**src/rtl/xps_pkg.sv**
```systemverilog
// xps_pkg: shared types, constants and seeding function for the xorwow generator.
// Used by xps_step and xorwow_prng_seeded_core. No dependencies.
package xps_pkg;

   // Field widths
   localparam int unsigned WORD_W = 32;
   localparam int unsigned SEED_W = 64;

   // Weyl sequence increment applied on every step
   localparam logic [WORD_W-1:0] WEYL_STEP = WORD_W'(362437);

   // Silent steps run after every reseed (and after reset)
   localparam int unsigned WARMUP_STEPS = 64;
   localparam int unsigned WARM_CNT_W   = $clog2(WARMUP_STEPS + 1);
   localparam logic [WARM_CNT_W-1:0] WARM_LOAD = WARM_CNT_W'(WARMUP_STEPS);

   // Action codes
   typedef enum logic {
      ACT_NEXT   = 1'b0,
      ACT_RESEED = 1'b1
   } action_type;

   // Complete generator state: five xorshift words and the Weyl addend
   typedef struct packed {
      logic [WORD_W-1:0] word_a;
      logic [WORD_W-1:0] word_b;
      logic [WORD_W-1:0] word_c;
      logic [WORD_W-1:0] word_d;
      logic [WORD_W-1:0] word_e;
      logic [WORD_W-1:0] weyl_addend;
   } gen_state_type;

   // State straight after loading a seed, before the warm-up steps
   function automatic gen_state_type seed_state(input logic [SEED_W-1:0] seed);
      gen_state_type s;
      s.word_a      = seed[WORD_W-1:0];
      s.word_b      = seed[SEED_W-1:WORD_W];
      s.word_c      = '0;
      s.word_d      = '0;
      s.word_e      = ~seed[WORD_W-1:0];
      s.weyl_addend = (seed[WORD_W-1:0] << 10) ^ (seed[SEED_W-1:WORD_W] >> 4);
      return s;
   endfunction

endpackage

```
**src/rtl/xorwow_prng_seeded_core.sv**
```systemverilog
// xorwow_prng_seeded_core: xorwow generator with Weyl addend and 64-bit reseed.
// A request waits in the input register, executes in the execute stage and its
// result is held in the result register; warm-up or a stalled result stalls it.
// Throughput: one request per cycle while no warm-up runs and the result
// channel does not stall; a reseed holds the execute stage for its silent
// warm-up steps; one further transaction may wait in the input register.
// Reset: synchronous; loads the seed-zero state and runs the same warm-up.
// Depends on xps_pkg and xps_step.
module xorwow_prng_seeded_core
   import xps_pkg::*;
(
   input  logic              clock,
   input  logic              reset,
   input  logic              req_valid,
   output logic              req_ready,
   input  logic              req_action,
   input  logic [SEED_W-1:0] req_seed,
   output logic              rsp_valid,
   input  logic              rsp_ready,
   output logic [WORD_W-1:0] rsp_random_value
);

   logic                  in_vld_ff,  in_vld_in;
   logic                  in_act_ff,  in_act_in;
   logic [SEED_W-1:0]     in_seed_ff, in_seed_in;
   gen_state_type         gen_ff,     gen_in;
   logic [WARM_CNT_W-1:0] warm_cnt_ff, warm_cnt_in;
   logic                  out_vld_ff, out_vld_in;
   logic [WORD_W-1:0]     out_val_ff, out_val_in;

   gen_state_type         step_state;
   logic [WORD_W-1:0]     step_value;
   logic                  warm_busy;
   logic                  out_free;
   logic                  exec_fire;
   logic                  exec_next;
   logic                  exec_reseed;

   xps_step u_step (
      .cur_state (gen_ff),
      .nxt_state (step_state),
      .value     (step_value)
   );

   // Execute-stage control
   assign warm_busy   = warm_cnt_ff != '0;
   assign out_free    = !out_vld_ff || rsp_ready;
   assign exec_fire   = in_vld_ff && !warm_busy &&
                        (in_act_ff == ACT_RESEED || out_free);
   assign exec_next   = exec_fire && in_act_ff == ACT_NEXT;
   assign exec_reseed = exec_fire && in_act_ff == ACT_RESEED;
   assign req_ready   = !in_vld_ff || exec_fire;

   // Input register
   always_comb begin
      in_vld_in  = in_vld_ff && !exec_fire;
      in_act_in  = in_act_ff;
      in_seed_in = in_seed_ff;
      if (req_valid && req_ready) begin
         in_vld_in  = 1'b1;
         in_act_in  = req_action;
         in_seed_in = req_seed;
      end
   end

   // Generator state and warm-up counter
   always_comb begin
      gen_in      = gen_ff;
      warm_cnt_in = warm_cnt_ff;
      if (warm_busy) begin
         gen_in      = step_state;
         warm_cnt_in = warm_cnt_ff - 1'b1;
      end else if (exec_reseed) begin
         gen_in      = seed_state(in_seed_ff);
         warm_cnt_in = WARM_LOAD;
      end else if (exec_next) begin
         gen_in = step_state;
      end
   end

   // Result register
   always_comb begin
      out_vld_in = out_vld_ff && !rsp_ready;
      out_val_in = out_val_ff;
      if (exec_next) begin
         out_vld_in = 1'b1;
         out_val_in = step_value;
      end
   end

   always_ff @(posedge clock) begin
      if (reset) begin
         in_vld_ff   <= 1'b0;
         gen_ff      <= seed_state('0);
         warm_cnt_ff <= WARM_LOAD;
         out_vld_ff  <= 1'b0;
      end else begin
         in_vld_ff   <= in_vld_in;
         gen_ff      <= gen_in;
         warm_cnt_ff <= warm_cnt_in;
         out_vld_ff  <= out_vld_in;
      end
      in_act_ff  <= in_act_in;
      in_seed_ff <= in_seed_in;
      out_val_ff <= out_val_in;
   end

   assign rsp_valid        = out_vld_ff;
   assign rsp_random_value = out_val_ff;

   // Nothing executes while warm-up is running
   a_no_exec_in_warmup: assert property (@(posedge clock) disable iff (reset)
      warm_busy |-> !exec_fire)
      else $error("transaction executed during warm-up");

   // A reseed always reloads the full warm-up count
   a_reseed_loads_count: assert property (@(posedge clock) disable iff (reset)
      exec_reseed |=> warm_cnt_ff == WARM_LOAD)
      else $error("warm-up count not loaded on reseed");

   // A new result appears only after a request executed
   a_rsp_from_request: assert property (@(posedge clock) disable iff (reset)
      $rose(rsp_valid) |-> $past(exec_next))
      else $error("result without a request");

   // The xorshift words never collapse to all zero
   a_state_nonzero: assert property (@(posedge clock) disable iff (reset)
      (gen_ff.word_a | gen_ff.word_b | gen_ff.word_c | gen_ff.word_d |
       gen_ff.word_e) != '0)
      else $error("xorshift state all zero");

endmodule

```
**src/rtl/xps_step.sv**
```systemverilog
// xps_step: one combinational xorwow step plus Weyl addend update.
// Depends on xps_pkg.
module xps_step
   import xps_pkg::*;
(
   input  gen_state_type     cur_state,
   output gen_state_type     nxt_state,
   output logic [WORD_W-1:0] value
);

   logic [WORD_W-1:0] t_pre;
   logic [WORD_W-1:0] t_new;
   logic [WORD_W-1:0] addend_new;

   // xorshift on the oldest word, mixed with the newest
   assign t_pre = cur_state.word_a ^ (cur_state.word_a >> 2);
   assign t_new = t_pre ^ (t_pre << 1) ^ cur_state.word_e ^ (cur_state.word_e << 4);
   assign addend_new = cur_state.weyl_addend + WEYL_STEP;

   // Shift the word queue along
   always_comb begin
      nxt_state.word_a      = cur_state.word_b;
      nxt_state.word_b      = cur_state.word_c;
      nxt_state.word_c      = cur_state.word_d;
      nxt_state.word_d      = cur_state.word_e;
      nxt_state.word_e      = t_new;
      nxt_state.weyl_addend = addend_new;
   end

   assign value = t_new + addend_new;

endmodule

```
**config.mk**
```make
export PLATFORM = sky130hd
export DESIGN_NAME = xorwow_prng_seeded_core
export DESIGN_NICKNAME = d
export VERILOG_FILES = /design/src/rtl/xps_pkg.sv /design/src/rtl/xorwow_prng_seeded_core.sv /design/src/rtl/xps_step.sv
export SDC_FILE = /design/constraint.sdc
export NUM_CORES = 1
export LEC_CHECK = 0
export BUFFER_PORTS_ARGS = -buffer_cell sky130_fd_sc_hd__buf_4
export CAP_MARGIN = 20
export CORE_MARGIN = 2
export CORE_UTILIZATION = 50
export CTS_CLUSTER_DIAMETER = 30
export DETAILED_ROUTE_END_ITERATION = 12
export GPL_TIMING_DRIVEN = 0
export PLACE_DENSITY = 0.65
export SLEW_MARGIN = 20
export SYNTH_ARGS = -nofsm -noshare
export SYNTH_HDL_FRONTEND = slang
export SYNTH_HIERARCHICAL = 1
export SYNTH_SLANG_ARGS = --single-unit
```
**constraint.sdc**
```tcl
create_clock -name clock -period 13.4 [get_ports clock]
set_clock_uncertainty 0.15 [all_clocks]
set_input_delay 0.67 -clock clock [delete_from_list [all_inputs] [get_ports clock]]
set_output_delay 0.67 -clock clock [all_outputs]
set_load 0.02 [all_outputs]
```
---- Word level (Yosys, flattened, before mapping) ----
Cells that the tools add are included.
word-level totals
  register bits after elaboration ......... 298
  bits in latches ......................... 0
  memory bits (writable) .................. 0
  bits in read-only memories .............. 0
  memories kept ........................... 0
cells by class
  shift operators ......................... 0
  reductions and logical operators ........ 18
  bitwise gates (word level) .............. 7
  $mul .................................... 0
  multiplexer cells ....................... 7
  equal/unequal tests ..................... 0
  $lt $le $gt $ge ......................... 0
  $add $sub $neg .......................... 3
  div/mod/pow operators ................... 0
operator list
  operator                                                             count
  192-bit two-way mux                                                  3
  32-bit bitwise XOR                                                   3
  32-bit by 19-bit adder with 32-bit output (second input constant)    1
  32-bit adder                                                         1
  32-bit inverter                                                      1
  32-bit by 28-bit bitwise XOR with 32-bit output                      1
  32-bit by 30-bit bitwise XOR with 32-bit output                      1
  7-bit two-way mux                                                    2
  1-bit logical AND                                                    7
  7-bit nonzero test                                                   1
  7-bit by 1-bit subtractor with 7-bit output (second input constant)  1
  1-bit logical NOT                                                    5
  1-bit logical OR                                                     3
  3-bit nonzero test                                                   1
  1-bit two-way mux                                                    2
  2-bit nonzero test                                                   1
  1-bit inverter                                                       1

---- Longest topological paths before layout ----
Gate-level depths: netlist (run 1).
  depth in word-level cells ............... 8
  depth in mapped cells ................... 16

---- Modules after synthesis ----
The synthesis (run 1) kept the hierarchy.
modules (own cells, without submodules)
  module                   instances  cells an instance  area each (sq um)
  xorwow_prng_seeded_core  1          1107               11795.1
  xps_step                 1          576                4302.9

---- Least setup slack after synthesis (run 1) ----
OpenSTA, ideal clock, no wires.
  kind .................................... register -> register
  from .................................... reg warm_cnt_ff[0]
  to ...................................... reg in_act_ff, enable pin
  setup slack ............................. 8.101 ns
  arrival time ............................ 4.639 ns
  data required time ...................... 12.740 ns
  stages on the path, launching flop included .. 7
  buffers on the path ..................... 1
  period minus slack after synthesis ...... 5.299 ns
  path through ............................ dfxtp_1 > inv_1 > ha_1 > nor4b_2 > clkbuf_1 > nand3_1 > a21oi_1
between the ends
  longest elaborated chain between the ends .. 6
RTL lines
  element                         RTL line                        RTL
  start, declared                 xorwow_prng_seeded_core.sv:27   logic [WARM_CNT_W-1:0] warm_cnt_ff, warm_cnt_in;
  start signal, assigned          xorwow_prng_seeded_core.sv:100  warm_cnt_ff <= warm_cnt_in;
  7-bit nonzero test              xorwow_prng_seeded_core.sv:46   assign warm_busy = warm_cnt_ff != '0;
  1-bit logical NOT               xorwow_prng_seeded_core.sv:48   assign exec_fire = in_vld_ff && !warm_busy &&
  1-bit logical AND (2 in a row)  xorwow_prng_seeded_core.sv:48
  1-bit logical OR                xorwow_prng_seeded_core.sv:52   assign req_ready = !in_vld_ff || exec_fire;
  1-bit logical AND               xorwow_prng_seeded_core.sv:59   if (req_valid && req_ready) begin
  end signal, assigned            xorwow_prng_seeded_core.sv:103  in_act_ff <= in_act_in;
  end, declared                   xorwow_prng_seeded_core.sv:24   logic in_act_ff, in_act_in;
No other way between the ends.
A chain may end at the register's enable or synchronous reset.

==> results.json, run 1 <==
{
  "rsz0062_at_grt": "false",
  "ys_seq_elements": 298,
  "setup_slack_ns": 8.89,
  "syn_avg_cell_area_um2": 9.57,
  "slew_headroom_pct": 29.0,
  "crit_required_ns": 13.55,
  "synth_top_area_share_pct": 25.0,
  "worstSkewPairLatency_ns": 0.57,
  "antenna_found_initial": 0,
  "ir_drop_uv": 119,
  "grt_max_degree": 24,
  "area_growth_pct": 23.8,
  "power_density_nw_per_um2": 282,
  "die_w_um": 183,
  "drv_cap": 0,
  "hpwl_um": 34900,
  "dr.pass1.iters": 5,
  "htree_num_levels": 3,
  "synth_fp_nets": 1787,
  "portBuffers": 102,
  "max_freq_mhz": 222,
  "ys.flop_type": "dfxtp_1",
  "synthArstFlopShare_pct": 0,
  "top_layer_used": "met4",
  "path_max_fanout": 9,
  "antenna_left": 0,
  "hold_buffers": 0,
  "wl_met1_um": 20700,
  "status": "complete, no violations",
  "start_util_pct": 50.9,
  "grtUsageTotal_pct": 27.7,
  "ys_seq_area_share_pct": 43.1,
  "cts.sink_count": 298,
  "timing.setup.tns_ns": 0,
  "vias_per_cell": 5.51,
  "hold_path_class": "input port to register",
  "crit_type": "register to register",
  "r2r_end": "rsp_random_value[30]",
  "cp-start-kind": "register",
  "die_h_um": 183,
  "fin_worst_hold_slack_ns": 0.129,
  "crit_start": "gen_ff[8]",
  "final_common_cell": "buf_4",
  "r2r_setup_slack_ns": 8.89,
  "min_from": "req_seed[3]",
  "instances_no_fill": 2328,
  "syn-instance-count": 1683,
  "timing.rr.start": "gen_ff[8]",
  "leakage_uw": 0.00843,
  "finalHoldViolations": 0,
  "yosys-top-cells-area": "dfxtp_1 (25%), edfxtp_1 (18%), xnor2_1 (7.5%)",
  "num_rows": 65,
  "drv_slew": 0,
  "first_global_vias": 12400,
  "finalCritPeriodShare_pct": 33.6,
  "wirelength_um": 46300,
  "fillerInstances": 2680,
  "ys_warn_count": 6,
  "synth.largest_area_cell": "dfxtp_1",
  "fin_nets": 1970,
  "cts_setup_buffers": 0,
  "synth_edf_count": 97,
  "cts_buffer_depth": 3,
  "placedCellCount": 2194,
  "clk_pin_slew_worst_paths_ns": 0.04,
  "dp_slack_ns": 8.90,
  "layout_common_cells": "buf_4 (239), dfxtp_1 (201), xnor2_1 (138)",
  "critPathCaptureType": "register",
  "synth_cell_type_count": 74,
  "drc": 0,
  "ioPinCount": 103,
  "worst_pin_slew_ns": 1.06,
  "layout-drive-gt1-share_pct": 24.6,
  "cts_tree": "built",
  "syn_area_um2": 16100,
  "critical_path.endpoint": "rsp_random_value[30]",
  "r2r_cells": 15,
  "overflow": 0,
  "die_area_um2": 33600,
  "n_antenna_cell": 0,
  "arrival_ns": 4.66,
  "via_count": 12800,
  "wl_per_cell_um": 19.9,
  "gp_congestion": 0.897,
  "cts_buffers": 72,
  "cts-root-buf": "clkbuf_16",
  "min_period_ns": 4.51,
  "fin_util_pct": 63.0,
  "core_um2": 31600,
  "wl_met3_um": 3290,
  "dr.first_iter.drc_count": 1028,
  "setup_viol_count_final": 0,
  "wl_met2_um": 21000,
  "postCtsResizedCells": 0,
  "grt_pass1_wl_um": 71200
}
## cells in the mapped netlist (3+ instances only)
library cell	n
mux2i_1	51
a21oi_1	121
buf_1	7
nor3_1	85
nand4_1	7
buf_2	20
ha_1	34
nand3b_1	19
a31oi_1	36
nor2b_1	3
nand3_1	81
edfxtp_1	97
nand2b_1	7
nor2_1	117
nand2_1	121
or2_0	19
dfxtp_1	201
or3_1	4
buf_4	137
a211oi_2	51
or2_2	10
o21a_1	5
xor2_1	62
and3_1	14
xnor2_1	138
clkbuf_1	58
a311oi_1	3
and2_1	3
a21o_1	14
a211oi_1	35
inv_1	17
o21bai_1	9
o21ai_0	37
nor4_1	5
buf_6	9
## sequential cells by signal, summed over array words and instances (netlist names)
name,count
in_act_ff,1
warm_cnt_ff,7
gen_ff,192
rsp_random_value,32
rsp_valid,1
in_seed_ff,64
in_vld_ff,1
## cell type report
type	count	area, um^2	area share (%)
Inverter	17	63.8	0.320
Buffer	232	1480	7.42
Sequential cell	298	6940	34.8
Tap cell	402	503	2.52
Timing Repair Buffer	109	868	4.36
Clock inverter	44	480	2.41
Multi-Input combinational cell	1136	7640	38.3
Clock buffer	90	1960	9.84
## worst max-delay path, cell delays in order, from the launching register on
cell and delay (ns):
dfxtp_1 0.34, or4_4 0.56, a211oi_4 0.37, nor2_2 0.10, or3_4 0.36, a21oi_2 0.16, xnor2_1 0.10, ha_1 0.29
clkbuf_1 0.29, nand2_1 0.22, nor2_1 0.17, nand3_1 0.12, a2111oi_2 0.50, a211oi_1 0.19, a21boi_1 0.22, xor2_1 0.09
## metal layers
layer | GRT usage [%] | up-vias
met5 | 0 | -
met4 | 10.5 | 0
met3 | 4.56 | 81
met2 | 44.1 | 450
met1 | 37.8 | 6074
li1 | - | 6223
## cell families after synthesis
family                     share of synthesized area (%)
AOI/OAI and AO/OA                                   14.9
muxes                                               3.17
and+or+nand+nor                                     15.5
buffers and inverters                               9.58
adders and majority gates                           2.77
xor gates and xnor gates                            11.0
DFF                                                 43.1
## through the flow
step                      total power [uW]  area (um^2)
after floorplan                       3260        16100
final                                 5630        19900
after CTS                             5610        19900
after global placement                3830        17400
after global routing                  5970        19900
after detailed placement              3860        17500
## report_power, final
| part | switching, uW | internal, uW |
|---|---|---|
| logic | 1440 | 1060 |
| clock network | 550 | 1180 |
| registers | 186 | 1220 |
## how the worst min path moves through the flow
| stage | slack, ns | cells after the start | endpoint |
|---|---|---|---|
| 2_1_floorplan | 0.29 | 2 | gen_ff[100] |
| 3_3_place_gp | 0.29 | 2 | gen_ff[66] |
| 3_5_place_dp | 0.30 | 2 | gen_ff[114] |
| 4_1_cts | 0.11 | 1 | in_seed_ff[56] |
| 5_1_grt | 0.11 | 1 | in_seed_ff[8] |
| 6_report | 0.13 | 1 | in_seed_ff[3] |
No activity file was read; power rests on OpenSTA's default activity.
==> run 2, diff against run 1 <==
ABC_AREA = 1   (was unset)
PLACE_DENSITY = 0.67   (was 0.65)
clock period = 4.1 ns   (was 13.4 ns; I/O delays follow)
==> results.json, run 2 <==
{
  "status": "complete, no violations",
  "arrival_ns": 3.75,
  "synth_top_area_share_pct": 23.8,
  "die_h_um": 188,
  "synth_cell_type_count": 45,
  "max_freq_mhz": 280,
  "fillerInstances": 2943,
  "r2r_cells": 17,
  "final_common_cell": "nand2_1",
  "timing.setup.tns_ns": 0,
  "ys.flop_type": "dfxtp_1",
  "worstSkewPairLatency_ns": 0.59,
  "worstPathCellList": "ha_1, o21ai_1, nor2_2, nor2_1, nand2_2, nand3_1, o21ai_1, xor2_1, ha_1, a21oi_1, o21ai_0, a21oi_1, nor2_1, nor2_1, nand2_1, nand2_1, nand2_1",
  "drv_cap": 0,
  "setup_viol_count_final": 0,
  "hold_buffers": 67,
  "largest_register": "gen_ff",
  "drc": 0,
  "syn_area_um2": 16900,
  "synthArstFlopShare_pct": 0,
  "cts_buffers": 68,
  "path_buf_inv": 0,
  "synth_edf_count": 97,
  "grtUsageTotal_pct": 30.2,
  "crit_type": "register to register",
  "syn_avg_cell_area_um2": 7.47,
  "synth_fp_nets": 2371,
  "ys_warn_count": 6,
  "crit_slowest_cell": "dfxtp_1",
  "largest_reg_flops": 192,
  "cts-root-buf": "clkbuf_16",
  "postCtsResizedCells": 0,
  "min_period_ns": 3.58,
  "htree_num_levels": 3,
  "grt_pass1_wl_um": 82000,
  "r2r_end": "rsp_random_value[29]",
  "finalCritPeriodShare_pct": 87.3,
  "leakage_uw": 0.0100,
  "portBuffers": 101,
  "die_w_um": 188,
  "area_growth_pct": 25.9,
  "num_rows": 67,
  "synth_top_cells_by_count": "nand2_1 (574), nor2_1 (307), o21ai_0 (213)",
  "slowest_delay_ns": 0.38,
  "via_count": 15300,
  "vias_per_cell": 5.08,
  "cts_tree": "built",
  "dr.first_iter.drc_count": 1112,
  "clk_pin_slew_worst_paths_ns": 0.04,
  "ys_seq_area_share_pct": 41.0,
  "cts.sink_count": 298,
  "hold_path_class": "input port to register",
  "core_um2": 33400,
  "antenna_found_initial": 1,
  "ioPinCount": 103,
  "rsz0062_at_grt": "false",
  "grt_max_degree": 47,
  "r2r_setup_slack_ns": 0.52,
  "gp_congestion": 0.940,
  "crit_required_ns": 4.27,
  "min_from": "reset",
  "cts_setup_buffers": 0,
  "wirelength_um": 52800,
  "cp-start-kind": "register",
  "path_max_fanout": 5,
  "dr.pass1.iters": 5,
  "worst_path_dominant_cell_family": "compound AO/OA/AOI/OAI gates",
  "first_global_vias": 14900,
  "start_util_pct": 50.6,
  "layout_common_cells": "nand2_1 (574), nor2_1 (307), buf_4 (236)",
  "critPathCaptureType": "register",
  "slew_headroom_pct": 42.6,
  "fin_nets": 2610,
  "timing.rr.start": "gen_ff[0]",
  "worst_pin_slew_ns": 0.861,
  "cts_buffer_depth": 3,
  "synth.largest_area_cell": "dfxtp_1",
  "die_area_um2": 35300,
  "wl_per_cell_um": 17.5,
  "yosys-top-cells-area": "dfxtp_1 (24%), edfxtp_1 (17%), nand2_1 (13%)",
  "yosysMostFrequentCell": "nand2_1",
  "hpwl_um": 39600,
  "antenna_left": 0,
  "min_to": "gen_ff[77]",
  "syn-instance-count": 2267,
  "ir_drop_uv": 460,
  "finalHoldViolations": 0,
  "overflow": 0,
  "layout-drive-gt1-share_pct": 16.9,
  "fin_util_pct": 63.7,
  "drv_slew": 0,
  "hold_path_depth": 3,
  "n_antenna_cell": 0,
  "ys_seq_elements": 298,
  "power_density_nw_per_um2": 906
}
## run 2: changes by cell type in the layout (fill, tap and decap cells not counted), moves of 53 or more
cell,before,now
a21oi_1,120,46
nand2_1,121,574
nor2_1,117,307
o21ai_0,37,213
dlygate4sd3_1,0,67
nor3_1,85,10
inv_1,17,172
o21ai_1,1,54
## run 2: area by class of cell
class | instances | area [um^2] | share of cell area, %
buffer | 223 | 1410 | 6.63
inverter | 177 | 669 | 3.14
clock buffer | 93 | 1970 | 9.24
clock inverter | 32 | 389 | 1.83
timing repair buffer | 169 | 1460 | 6.84
tap | 448 | 561 | 2.63
multi-input combinational | 1569 | 7910 | 37.1
sequential | 298 | 6940 | 32.6
## run 2: power breakdown
part / internal, uW / leakage [uW] / switching [uW]
combinational: 3570 / 0.00628 / 5580
clock: 3740 / 0.00115 / 1740
sequential: 4020 / 0.00257 / 662
total: 11300 / 0.0100 / 7990
## run 2: worst max-delay path by stage
stage,slack [ns],cells past startpoint,startpoint,to
after floorplan,0.64,8,warm_cnt_ff[0],in_act_ff
after global placement,0.36,8,warm_cnt_ff[0],in_seed_ff[29]
after detailed placement,0.58,17,gen_ff[0],rsp_random_value[29]
after CTS,0.55,17,gen_ff[0],rsp_random_value[29]
after global routing,0.24,18,gen_ff[0],rsp_random_value[30]
final,0.52,17,gen_ff[0],rsp_random_value[29]
## run 2: kinds of logic (layout without fill, tap and decap cells)
| logic type | count (synthesis) | count (layout) | synth area share [%] |
|---|---|---|---|
| XOR/XNOR | 186 | 186 | 9.62 |
| flip-flops | 298 | 298 | 41.0 |
| buffers and inverters | 400 | 694 | 12.3 |
| AO/OA/AOI/OAI | 329 | 329 | 9.99 |
| adder cells (fa/ha/maj) | 35 | 35 | 2.63 |
| AND/OR/NAND/NOR | 1019 | 1019 | 24.5 |
## run 2: layer usage
metal | up-vias | track usage, % | routed length [um]
met5 | - | 0 | 0
met4 | 0 | 13.9 | 2190
met3 | 114 | 6.34 | 4110
met2 | 559 | 49.4 | 24100
met1 | 7015 | 38.3 | 22400
li1 | 7597 | - | -
## run 2: worst register-to-register path, delay by kind of cell (launching register included)
family / cells / cell delay [ns]
adders and majority gates: 2 / 0.58
and+or+nand+nor: 9 / 0.95
AOI/OAI and AO/OA: 5 / 0.96
DFF: 1 / 0.38
xor gates and xnor gates: 1 / 0.31
## run 2: metrics by stage
| stage | power [uW] | hold slack (ns) | area [um^2] | worst slack [ns] | std cells |
|---|---|---|---|---|---|
| 5_1_grt | 20800 | 0.153 | 21300 | 0.241 | 3009 |
| 2_1_floorplan | 11300 | 0.154 | 16900 | 0.635 | 2267 |
| 6_report | 19300 | 0.103 | 21300 | 0.522 | 3009 |
| 4_1_cts | 19300 | 0.0953 | 21300 | 0.554 | 3009 |
| 3_5_place_dp | 13600 | 0.234 | 18300 | 0.575 | 2817 |
| 3_3_place_gp | 13500 | 0.233 | 18200 | 0.359 | 2816 |
